File: src/rtl/stp_pkg.sv
// Shared types and constants for the software timer pool.
`timescale 1ns / 1ps

package stp_pkg;

	localparam int TIMER_SLOTS_DEF = 8;
	localparam logic [31:0] WRAP_GUARD = 32'hFFFF_0000;

	typedef enum logic [2:0] {
		MODE_TICK     = 3'd0,
		MODE_ALLOC    = 3'd1,
		MODE_RELEASE  = 3'd2,
		MODE_QUERY    = 3'd3,
		MODE_RESTART  = 3'd4
	} stp_mode_t;

	typedef enum logic [1:0] {
		ST_FREE   = 2'd0,
		ST_IDLE   = 2'd1,
		ST_ACTIVE = 2'd2,
		ST_WRAP   = 2'd3
	} stp_status_t;

	typedef enum logic [2:0] {
		S_IDLE,
		S_SCAN,
		S_QRD,
		S_QCMP,
		S_DONE
	} stp_state_t;

	typedef struct packed {
		logic [2:0]  mode;
		logic [2:0]  slot;
		logic [15:0] period;
	} stp_req_t;

	typedef struct packed {
		logic        ok;
		logic [2:0]  granted_slot;
		logic        running;
		logic [31:0] tick_value;
	} stp_rsp_t;

endpackage

File: src/rtl/stp_ram.sv
// Generic single-write, single-read RAM with registered read data.
`timescale 1ns / 1ps

module stp_ram #(
	parameter int WIDTH = 32,
	parameter int DEPTH = 8,
	localparam int AW = (DEPTH > 1) ? $clog2(DEPTH) : 1
) (
	input  logic             clk,
	input  logic             we,
	input  logic [AW-1:0]    waddr,
	input  logic [WIDTH-1:0] wdata,
	input  logic [AW-1:0]    raddr,
	output logic [WIDTH-1:0] rdata
);

	logic [WIDTH-1:0] mem_q [DEPTH];

	always_ff @(posedge clk) begin
		if (we) begin
			mem_q[waddr] <= wdata;
		end
		rdata <= mem_q[raddr];
	end

endmodule

File: src/rtl/software_timer_pool_unit.sv
// Top level of the software timer pool: tick counter, slot states and sequencer.
`timescale 1ns / 1ps
// Sequence: tick, restart, release and unknown modes go from transfer straight to S_DONE;
//   query goes through S_QRD and S_QCMP (straight to S_DONE for a slot out of range);
//   allocate goes through S_SCAN, which scans 1 .. TIMER_SLOTS slots.
// One request at a time: the free-slot scan checks one slot per cycle, and a query
//   waits on the registered expiry RAM read in S_QRD.
// Reset (arst_n low, asynchronous): counter zero, all slots free, no result pending.
//   Expiry entries are not cleared; allocate writes one before it can be read.

module software_timer_pool_unit
	import stp_pkg::*;
#(
	parameter int TIMER_SLOTS = TIMER_SLOTS_DEF
) (
	input  logic     clk,
	input  logic     arst_n,
	input  logic     req_valid,
	output logic     req_ready,
	input  stp_req_t req,
	output logic     rsp_valid,
	input  logic     rsp_ready,
	output stp_rsp_t rsp
);

	localparam int IW = (TIMER_SLOTS > 1) ? $clog2(TIMER_SLOTS) : 1;
	localparam logic [IW-1:0] LAST_IDX = IW'(TIMER_SLOTS - 1);

	stp_state_t  state_q, state_d;
	stp_status_t status_q [TIMER_SLOTS];
	logic [31:0] cnt_q;
	logic        rsp_valid_q;
	stp_rsp_t    rsp_q;

	// per-request working registers
	logic [15:0] period_q;
	logic [IW-1:0] idx_q;
	logic        res_ok_q;
	logic [2:0]  res_slot_q;
	logic        res_run_q;

	logic        req_xfer;
	logic        out_free;
	logic        slot_in_range;
	logic [6:0]  slot_ext;
	logic [6:0]  idx_ext;
	logic [IW-1:0] slot_idx;
	stp_status_t cur_status;
	logic [31:0] expiry_sum;
	logic [31:0] exp_rdata;
	logic [31:0] cmp_b;
	logic        cnt_lt;
	logic        ram_we;
	logic        running_now;

	assign req_ready = (state_q == S_IDLE);
	assign req_xfer  = req_valid && req_ready;
	assign out_free  = !rsp_valid_q || rsp_ready;
	assign rsp_valid = rsp_valid_q;
	assign rsp       = rsp_q;

	assign slot_ext      = 7'(req.slot);
	assign slot_idx      = slot_ext[IW-1:0];
	assign slot_in_range = slot_ext < 7'(TIMER_SLOTS);
	assign idx_ext       = 7'(idx_q);

	// single status read port, always at the working index
	assign cur_status = status_q[idx_q];
	assign expiry_sum = cnt_q + 32'(period_q);

	// shared comparator: counter < expiry (new expiry during scan, stored one in query)
	assign cmp_b  = (state_q == S_SCAN) ? expiry_sum : exp_rdata;
	assign cnt_lt = cnt_q < cmp_b;

	assign ram_we = (state_q == S_SCAN) && (cur_status == ST_FREE);

	always_comb begin
		running_now = 1'b0;
		case (cur_status)
			ST_ACTIVE: running_now = cnt_lt;
			ST_WRAP:   running_now = (cnt_q > WRAP_GUARD) || cnt_lt;
			default:   running_now = 1'b0;
		endcase
	end

	stp_ram #(
		.WIDTH(32),
		.DEPTH(TIMER_SLOTS)
	) u_expiry (
		.clk  (clk),
		.we   (ram_we),
		.waddr(idx_q),
		.wdata(expiry_sum),
		.raddr(idx_q),
		.rdata(exp_rdata)
	);

	always_ff @(posedge clk or negedge arst_n) begin
		if (!arst_n) begin
			state_q <= S_IDLE;
		end else begin
			state_q <= state_d;
		end
	end

	always_comb begin
		state_d = state_q;
		unique case (state_q)
			S_IDLE: begin
				if (req_xfer) begin
					if (req.mode == MODE_ALLOC) begin
						state_d = S_SCAN;
					end else if (req.mode == MODE_QUERY && slot_in_range) begin
						state_d = S_QRD;
					end else begin
						state_d = S_DONE;
					end
				end
			end
			S_SCAN: begin
				if (cur_status == ST_FREE || idx_q == LAST_IDX) begin
					state_d = S_DONE;
				end
			end
			S_QRD:  state_d = S_QCMP;
			S_QCMP: state_d = S_DONE;
			S_DONE: begin
				if (out_free) begin
					state_d = S_IDLE;
				end
			end
			default: state_d = S_IDLE;
		endcase
	end

	// control state: counter, slot states, result valid
	always_ff @(posedge clk or negedge arst_n) begin
		if (!arst_n) begin
			cnt_q       <= '0;
			rsp_valid_q <= 1'b0;
			for (int i = 0; i < TIMER_SLOTS; i++) begin
				status_q[i] <= ST_FREE;
			end
		end else begin
			if (state_q == S_DONE && out_free) begin
				rsp_valid_q <= 1'b1;
			end else if (rsp_valid_q && rsp_ready) begin
				rsp_valid_q <= 1'b0;
			end
			if (req_xfer) begin
				case (req.mode)
					MODE_TICK:    cnt_q <= cnt_q + 32'd1;
					MODE_RESTART: cnt_q <= '0;
					MODE_RELEASE: begin
						if (slot_in_range) begin
							status_q[slot_idx] <= ST_FREE;
						end
					end
					default: ;
				endcase
			end
			// expiry not above the counter (period 0 included) marks a wrapped timer
			if (ram_we) begin
				status_q[idx_q] <= cnt_lt ? ST_ACTIVE : ST_WRAP;
			end
		end
	end

	// payload registers
	always_ff @(posedge clk) begin
		if (req_xfer) begin
			period_q   <= req.period;
			res_slot_q <= req.slot;
			res_run_q  <= 1'b0;
			if (req.mode == MODE_ALLOC) begin
				idx_q <= '0;
			end else begin
				idx_q <= slot_idx;
			end
			case (req.mode)
				MODE_TICK, MODE_RESTART: res_ok_q <= 1'b1;
				MODE_RELEASE, MODE_QUERY: res_ok_q <= slot_in_range;
				default: res_ok_q <= 1'b0;
			endcase
		end
		if (state_q == S_SCAN) begin
			if (cur_status == ST_FREE) begin
				res_ok_q   <= 1'b1;
				res_slot_q <= idx_ext[2:0];
			end else if (idx_q == LAST_IDX) begin
				res_ok_q   <= 1'b0;
				res_slot_q <= '0;
			end else begin
				idx_q <= idx_q + IW'(1);
			end
		end
		if (state_q == S_QCMP) begin
			res_run_q <= running_now;
		end
		if (state_q == S_DONE && out_free) begin
			rsp_q.ok           <= res_ok_q;
			rsp_q.granted_slot <= res_slot_q;
			rsp_q.running      <= res_run_q;
			rsp_q.tick_value   <= cnt_q;
		end
	end

endmodule

File: config.mk
export PLATFORM = sky130hd
export DESIGN_NAME = software_timer_pool_unit
export DESIGN_NICKNAME = d
export VERILOG_FILES = /design/src/rtl/stp_pkg.sv /design/src/rtl/stp_ram.sv /design/src/rtl/software_timer_pool_unit.sv
export SDC_FILE = /design/constraint.sdc
export NUM_CORES = 1
export LEC_CHECK = 0
export BUFFER_PORTS_ARGS = -buffer_cell sky130_fd_sc_hd__clkbuf_2
export CAP_MARGIN = 20
export CORE_AREA = 4 4 192 194
export DETAILED_ROUTE_END_ITERATION = 10
export DIE_AREA = 0 0 196 198
export PLACE_DENSITY_LB_ADDON = 0.2
export SETUP_SLACK_MARGIN = 0.1
export SLEW_MARGIN = 0
export SYNTH_ARGS = -nofsm -noshare
export SYNTH_HDL_FRONTEND = slang
export SYNTH_SLANG_ARGS = --single-unit
File: constraint.sdc
create_clock -name clk -period 6.5 [get_ports clk]
set_clock_uncertainty 0.2 [all_clocks]
set_input_delay 0.325 -clock clk [delete_from_list [all_inputs] [get_ports clk]]
set_output_delay 0.325 -clock clk [all_outputs]
set_load 0.005 [all_outputs]
==> results of run 1 <==
==> where the power goes <==
group / internal [mW] / leakage (nW) / switching [mW] / total [mW]
Clock: 1.42 / 0.673 / 0.943 / 2.36
Sequential: 3.17 / 3.57 / 0.219 / 3.39
Combinational: 0.693 / 2.56 / 0.879 / 1.57
==> routing by layer <==
metal | GRT usage | vias up | wire length [microns]
li1 | - | 4363 | -
met1 | 0.285 | 4835 | 16800
met2 | 0.320 | 238 | 18300
met3 | 0.0349 | 63 | 1970
met4 | 0.0442 | 0 | 740
met5 | 0 | - | 0
==> worst min-delay path, stage by stage <==
cell and delay [ns]:
clkbuf_2 0.09, nand2_1 0.06, a21oi_1 0.09
==> per-stage QoR <==
step	total power, mW	worst slack, ns	util	instances	area (sq um)
after floorplan	4.50	2.09	-	1078	17000
after global placement	5.01	1.01	0.509	1578	17900
after detailed placement	5.04	0.882	0.509	1579	17900
after CTS	7.41	0.869	0.554	1677	19500
after global routing	7.73	0.332	0.554	1677	19500
final	7.32	0.740	0.554	1677	19500
==> final cells by class <==
| class | instances | area (sq um) | share of cell area |
|---|---|---|---|
| sequential | 401 | 11400 | 0.584 |
| multi-input combinational | 620 | 5410 | 0.277 |
| clock buffer | 61 | 1220 | 0.0623 |
| timing repair buffer | 100 | 701 | 0.0359 |
| tap | 461 | 577 | 0.0296 |
| clock inverter | 16 | 149 | 0.00763 |
| inverter | 18 | 67.6 | 0.00346 |
==> flip-flops by register name, indices dropped and copies added, names as in the netlist <==
| register | flops |
|---|---|
| status_q | 16 |
| cnt_q | 32 |
| u_expiry.rdata | 32 |
| res_slot_q | 3 |
| rsp | 37 |
| rsp_valid | 1 |
| res_ok_q | 1 |
| u_expiry.mem_q | 256 |
| state_q | 3 |
| period_q | 16 |
| res_run_q | 1 |
| idx_q | 3 |
==> cell families after synthesis <==
family                   after synthesis  share of synthesized area
flip-flops                           401                      0.669
AND/OR/NAND/NOR                      268                     0.0777
multiplexers                         138                      0.134
AO/OA/AOI/OAI                        108                     0.0393
buffers and inverters                 57                     0.0142
XOR/XNOR                              54                     0.0278
adder cells (fa/ha/maj)               52                     0.0386
==> cells in the final DEF, fill, tap and decap left out, types with 12 or more instances in the layout <==
| master | netlist | final |
|---|---|---|
| edfxtp_1 | 310 | 310 |
| mux2i_1 | 34 | 34 |
| inv_1 | 17 | 17 |
| xor2_1 | 29 | 29 |
| mux4_2 | 68 | 68 |
| dlygate4sd3_1 | 0 | 21 |
| clkbuf_16 | 0 | 45 |
| xnor2_1 | 25 | 25 |
| nor3_1 | 12 | 12 |
| a21oi_1 | 44 | 44 |
| dfxtp_1 | 39 | 36 |
| clkbuf_1 | 20 | 13 |
| nand3_1 | 23 | 23 |
| nor2b_1 | 13 | 13 |
| nand4_1 | 16 | 16 |
| nor2_1 | 64 | 64 |
| o21ai_0 | 26 | 26 |
| mux2_2 | 36 | 36 |
| nand2_1 | 83 | 83 |
| clkbuf_2 | 0 | 64 |
| ha_1 | 51 | 51 |
| dfrtp_1 | 52 | 52 |
==> worst max path at each step <==
stage,end,cells after the start,slack (ns)
4_1_cts,res_run_q$_SDFFCE_PN0P_,16,0.87
2_1_floorplan,res_run_q$_SDFFCE_PN0P_,17,2.09
6_report,res_run_q$_SDFFCE_PN0P_,16,0.74
5_1_grt,res_run_q$_SDFFCE_PN0P_,16,0.33
3_5_place_dp,res_run_q$_SDFFCE_PN0P_,16,0.88
3_3_place_gp,res_run_q$_SDFFCE_PN0P_,16,1.01
==> results.md, run 1 <==
### Outcome
• **result of the run** completed

### Pwr
• **Power Dens Cells** 375 nW/um^2
• **maximum vdd ir drop** 0.241 mV
• **Leak Pwr** 6.81 nW

### Worst setup path
• **critical-path cell list** ha_1 -> inv_1 -> fa_1 -> nor2b_1 -> o2111ai_1 -> a2111o_1 -> and3_1 -> nand2b_1 -> xnor2_1 -> mux2i_1 -> ha_1 -> nand4_1 -> nor4_1 -> o211ai_1 -> o311a_1 -> o21a_1
• **most frequent CP cell** ha_1
• **start point of the critical path** cnt_q[0]$_DFFE_PN0P_
• **combined buffer and inverter count along the critical path** 1
• **delay of the slowest critical-path stage** 0.62 ns
• **largest delay contributor family on the critical path** compound AO/OA/AOI/OAI gates
• **Crit Path Category** flop to flop
• **launching point of the worst reg2reg path** cnt_q[0]$_DFFE_PN0P_
• **reg-to-reg endpoint** res_run_q$_SDFFCE_PN0P_
• **Critical Path End Type** flop
• **setup slack on the worst flop-to-flop path** 0.74 ns
• **library cell contributing the largest single delay on the critical path** xnor2_1
• **required time reported for the critical path endpoint** 6.58 ns
• **Max FO, Critical Path** 9
• **r2r worst-path depth** 16
• **CP startpoint kind** flop
• **Crit path arrival time** 5.84 ns

### Finish
• **layout cell share with drive strength beyond 1** 0.212
• **number of antenna diodes** 0
• **total of fill cells in the finished design** 2855
• **area delta synth->final** 14.6%
• **Nets** 1261

### Yosys
• **yosys warns** 0
• **register area share after synthesis** 0.669
• **commonest cells in the netlist** 310 x edfxtp_1, 83 x nand2_1, 68 x mux4_2
• **flops & latches, synth** 401
• **Synth Net Count** 1156
• **largest cells by area after synthesis** edfxtp_1 55%, mux4_2 9.0%, dfrtp_1 7.6%, dfxtp_1 4.6%, ha_1 3.7%
• **Unique masters post-synth** 62
• **count leader, synth** edfxtp_1
• **area of the mapped netlist** 17000 sq um
• **Primary FF master, synth** edfxtp_1
• **top-area cell type share of the netlist area** 0.546
• **number of instances in the synthesized netlist** 1078
• **Post-Syn Area per Cell** 15.8 sq um
• **cell taking the most area after synthesis** edfxtp_1
• **share of flip-flops with an asynchronous set or reset** 0.130
• **number of flops mapped to enable cells by yosys** 310

### Timing
• **Final TNS setup** 0 ns
• **final count of hold timing violations** 0
• **maximum clock frequency** 0.174 GHz
• **post-layout minimum cycle time** 5.76 ns
• **total setup violations reported at the end of the flow** 0
• **worst slew margin relative to its limit** 0.298
• **unrepaired setup endpoints after global routing** false
• **transition time of the tightest slew-check pin** 1.05 ns
• **number of slew-limit violations in the final report** 0
• **worst hold-check slack** 0.0175 ns
• **fin crit share** 0.886

### Clock network
• **buffer cell driving the clock tree root** clkbuf_16
• **clock tree from TritonCTS** done
• **buffer levels on the longest clock path** 3
• **H-tree levels** 2
• **Resized cells post-CTS** 0
• **later-pin clock latency in the skew report** 0.54 ns
• **Post-CTS Hold Fix Bufs** 21
• **setup fix buffers added after clock tree synthesis** 0
• **clock edge transition at the registers on the reported setup and hold paths** 0.06 ns
• **clk sink count** 401
• **CTS Buf Count** 42

### Global route
• **number of antenna violations at the first check in global routing** 0
• **global-route usage over all layers** 0.198
• **largest net degree at the start of global routing** 62
• **vias in the first global route** 9729
• **global route overflow** 0
• **global-route wire length before repair** 58700 microns

### Drt
• **ratio of routed vias to standard cells** 5.66
• **final WL** 37900 microns
• **Detailed Route Iter0 Violations** 648
• **overall via count from detail_route** 9499
• **routed len/inst** 22.6 microns
• **DRC violations left** 0
• **antenna violation net count after detailed routing** 0
• **total iterations of the first detailed-routing run** 5

### Floorplan
• **die area** 38800 sq um
• **initial standard-cell utilization of the core** 0.484
• **number of rows in the core area** 69
• **Chip Height** 198 microns
• **Die Span X** 196 microns
• **core footprint** 35200 sq um
• **count of boundary I/O pins** 65

### Hold path
• **capture endpoint of the worst hold path** res_run_q$_SDFFCE_PN0P_
• **worst hold path depth** 3
• **Worst Hold Launch** req_valid
• **kind of path behind the tightest hold check** primary input to flop

### Placed design
• **number of input and output port buffers inserted** 64
• **final RePlAce weighted congestion** 0.859
• **half-perimeter wire length of the detailed placement result** 23100 microns

### Flow run
• **max capacitance violation total** 0

No activity file was read; power rests on OpenSTA's default activity.
==> inputs of run 2 (changes only) <==
--- a/config.mk
+++ b/config.mk
@@ -5,6 +5,7 @@
 export SDC_FILE = /design/constraint.sdc
 export NUM_CORES = 1
 export LEC_CHECK = 0
+export ABC_AREA = 1
 export BUFFER_PORTS_ARGS = -buffer_cell sky130_fd_sc_hd__clkbuf_2
 export CAP_MARGIN = 20
 export CORE_AREA = 4 4 192 194
==> run 2 against run 1 <==
  * Sequential power rose by 15%
  * Clock-buffer cell count fell by 2
  * Sequential share of layout area rose by 0.26 points
  * Die area did not move
  * Power rose by 20%
  * Wire length rose by 17%
  * Register-to-register slack improved by 1.1 ns
  * Via count rose by 22%
  * Critical path depth rose by 4
  * Sequential cell count did not move
  * Global-route usage rose by 2.9 points
  * Fmax rose by 24%
  * Highest routed layer unchanged
==> results.md, run 2 <==
### Floorplan
• **Chip Height** 198 microns
• **die area** 38800 sq um
• **number of rows in the core area** 69
• **Die Span X** 196 microns
• **initial standard-cell utilization of the core** 0.484
• **core footprint** 35200 sq um
• **count of boundary I/O pins** 65

### Pwr
• **net switching power** 3.21 mW
• **Power Dens Cells** 454 nW/um^2
• **Cell Int Power** 5.60 mW
• **proportion of total power due to net switching** 0.364
• **Logic pwr share** 0.316
• **overall power after layout** 8.81 mW
• **power share of the sequential group** 0.441
• **maximum vdd ir drop** 0.282 mV
• **clock network fraction of design power** 0.243
• **Leak Pwr** 7.65 nW

### Clock network
• **clk sink count** 401
• **buffer levels on the longest clock path** 3
• **H-tree levels** 2
• **Resized cells post-CTS** 0
• **setup fix buffers added after clock tree synthesis** 0
• **buffer cell driving the clock tree root** clkbuf_16
• **clock edge transition at the registers on the reported setup and hold paths** 0.06 ns
• **clock tree from TritonCTS** done
• **later-pin clock latency in the skew report** 0.54 ns
• **CTS Buf Count** 41

### Finish
• **Largest register FFs** 256
• **area delta synth->final** 13.8%
• **post-layout instance area** 19400 sq um
• **Final Non-Filler Cells** 2062
• **commonest non-fill, non-tap cell in the layout** nand2_1
• **Nets** 1645
• **most frequent cells in the layout** 329 x nand2_1, 310 x edfxtp_1, 117 x inv_1
• **layout cell share with drive strength beyond 1** 0.113
• **Largest Register** u_expiry.mem_q
• **total of fill cells in the finished design** 2971

### Worst setup path
• **library cell contributing the largest single delay on the critical path** xor2_1
• **Critical Path End Type** flop
• **most frequent CP cell** nand2_1
• **required time reported for the critical path endpoint** 6.57 ns
• **CP startpoint kind** flop
• **delay of the slowest critical-path stage** 0.48 ns
• **Crit path arrival time** 4.73 ns
• **Crit Path Category** flop to flop
• **Max FO, Critical Path** 9
• **critical-path cell list** ha_1 -> inv_1 -> fa_1 -> nand3b_1 -> nand2_1 -> a21oi_1 -> o21bai_1 -> nand3_1 -> nand2_1 -> nand2_1 -> xor2_1 -> o21ai_0 -> ha_1 -> nand2_1 -> nor2_1 -> nand4_1 -> nor4_1 -> nand2_1 -> nand2_1 -> a21oi_1
• **largest delay contributor family on the critical path** simple AND/OR/NAND/NOR gates
• **combined buffer and inverter count along the critical path** 1

### Yosys
• **Primary FF master, synth** edfxtp_1
• **flops & latches, synth** 401
• **commonest cells in the netlist** 329 x nand2_1, 310 x edfxtp_1, 121 x inv_1
• **number of instances in the synthesized netlist** 1458
• **share of flip-flops with an asynchronous set or reset** 0.130
• **Synth Net Count** 1536
• **yosys warns** 0
• **Unique masters post-synth** 48
• **Post-Syn Area per Cell** 11.7 sq um
• **area of the mapped netlist** 17100 sq um
• **number of flops mapped to enable cells by yosys** 310
• **register area share after synthesis** 0.668
• **top-area cell type share of the netlist area** 0.546
• **count leader, synth** nand2_1
• **largest cells by area after synthesis** edfxtp_1 55%, dfrtp_1 7.6%, nand2_1 7.2%, dfxtp_1 4.6%, ha_1 3.7%
• **cell taking the most area after synthesis** edfxtp_1

### Drt
• **total iterations of the first detailed-routing run** 5
• **Max Used Layer** met4
• **wire length on met2** 20100 microns
• **routed len/inst** 21.5 microns
• **ratio of routed vias to standard cells** 5.63
• **met3 layer wire length in the routed design** 2920 microns
• **Detailed Route Iter0 Violations** 1086
• **overall via count from detail_route** 11.6k
• **final WL** 44300 microns
• **met1 wire length** 20000 microns
• **DRC violations left** 0
• **antenna violation net count after detailed routing** 0

### Placed design
• **half-perimeter wire length of the detailed placement result** 28500 microns
• **final RePlAce weighted congestion** 1.04
• **Placed Cells** 1964
• **number of input and output port buffers inserted** 64
• **placed cell areas** 18000 sq um

### Outcome
• **result of the run** completed

### Global route
• **global-route usage over all layers** 0.226
• **global-route wire length before repair** 67200 microns
• **vias in the first global route** 11.3k
• **number of antenna violations at the first check in global routing** 0
• **global route overflow** 0
• **largest net degree at the start of global routing** 53

### Timing
• **final count of hold timing violations** 0
• **maximum clock frequency** 0.215 GHz
• **transition time of the tightest slew-check pin** 1.03 ns
• **number of slew-limit violations in the final report** 0
• **post-layout minimum cycle time** 4.66 ns
• **fin crit share** 0.716
• **unrepaired setup endpoints after global routing** false
• **worst slew margin relative to its limit** 0.311
• **total setup violations reported at the end of the flow** 0
• **Final TNS setup** 0 ns

### Flow run
• **max capacitance violation total** 0

### Hold path
• **kind of path behind the tightest hold check** primary input to flop

## run 2: path summary, 6_finish.rpt
| check | endpoint | slack (ns) | from | depth (start not counted) |
|---|---|---|---|---|
| worst max-delay path | res_run_q$_SDFFCE_PN0P_ | 1.84 | cnt_q[0]$_DFFE_PN0P_ | 20 |
| worst min-delay path | status_q[14]$_DFF_PN0_ | 0.03 | req[18] | 5 |
| worst max register to register | res_run_q$_SDFFCE_PN0P_ | 1.84 | cnt_q[0]$_DFFE_PN0P_ | 20 |
| worst min register to register | rsp[35]$_DFFE_PP_ | 0.24 | res_slot_q[2]$_DFF_P_ | 0 |
| max in group asynchronous | cnt_q[25]$_DFFE_PN0P_ | 5.34 | arst_n | 3 |
| min in group asynchronous | status_q[9]$_DFF_PN0_ | 0.25 | arst_n | 3 |
## run 2: metal layers
metal  vias up  track usage
li1       5440            -
met1      5677        0.325
met2       425        0.358
met3        73       0.0349
met4         0       0.0721
met5         -            0
## run 2: logic make-up (layout without fill, tap and decap cells)
| logic type | count (synthesis) | in the layout | synth area share |
|---|---|---|---|
| compound gates | 226 | 226 | 0.0838 |
| buf+inv | 163 | 304 | 0.0370 |
| other cells | 0 | 2 | 0 |
| xor+xnor | 23 | 23 | 0.0118 |
| fa+ha+maj | 52 | 52 | 0.0386 |
| simple gates | 574 | 574 | 0.150 |
| flops | 401 | 401 | 0.668 |
| mux | 19 | 19 | 0.0111 |
## run 2: tightest hold or removal path, cell delays in order
cell and delay (ns):
clkbuf_2 0.12, nor3_1 0.05, nand3_1 0.12, nand2_1 0.06, nand2_1 0.05
## run 2: power by group through the flow
stage / registers, mW / logic [mW] / clock network [mW]
2_1_floorplan: 3.77 / 1.83 / 0
3_3_place_gp: 3.92 / 2.72 / 0
3_5_place_dp: 3.92 / 2.76 / 0
4_1_cts: 3.87 / 2.78 / 2.19
5_1_grt: 3.92 / 3.13 / 2.30
6_report: 3.89 / 2.78 / 2.14
## run 2: repair_timing
item                                   CTS  global route
endpoints found under the hold margin   72             0
setup endpoints to repair                0             0
hold buffers                            21             0
## run 2: per-stage QoR
stage / util / setup slack (ns) / hold slack (ns)
after floorplan: - / 2.74 / -0.171
after global placement: 0.511 / 1.99 / 0.212
after detailed placement: 0.511 / 1.91 / 0.220
after CTS: 0.551 / 1.84 / 0.00234
after global routing: 0.551 / 1.44 / 0.0546
final: 0.551 / 1.84 / 0.0325
## run 2: layout make-up
| cell class | count | area, sq um | share of cell area |
|---|---|---|---|
| Antenna cell | 2 | 5.00 | 0.000258 |
| Clock buffer | 59 | 1120 | 0.0579 |
| Clock inverter | 16 | 86.3 | 0.00445 |
| Inverter | 129 | 484 | 0.0249 |
| Multi-Input combinational cell | 894 | 5100 | 0.263 |
| Sequential cell | 401 | 11400 | 0.587 |
| Tap cell | 461 | 577 | 0.0297 |
| Timing Repair Buffer | 100 | 643 | 0.0331 |
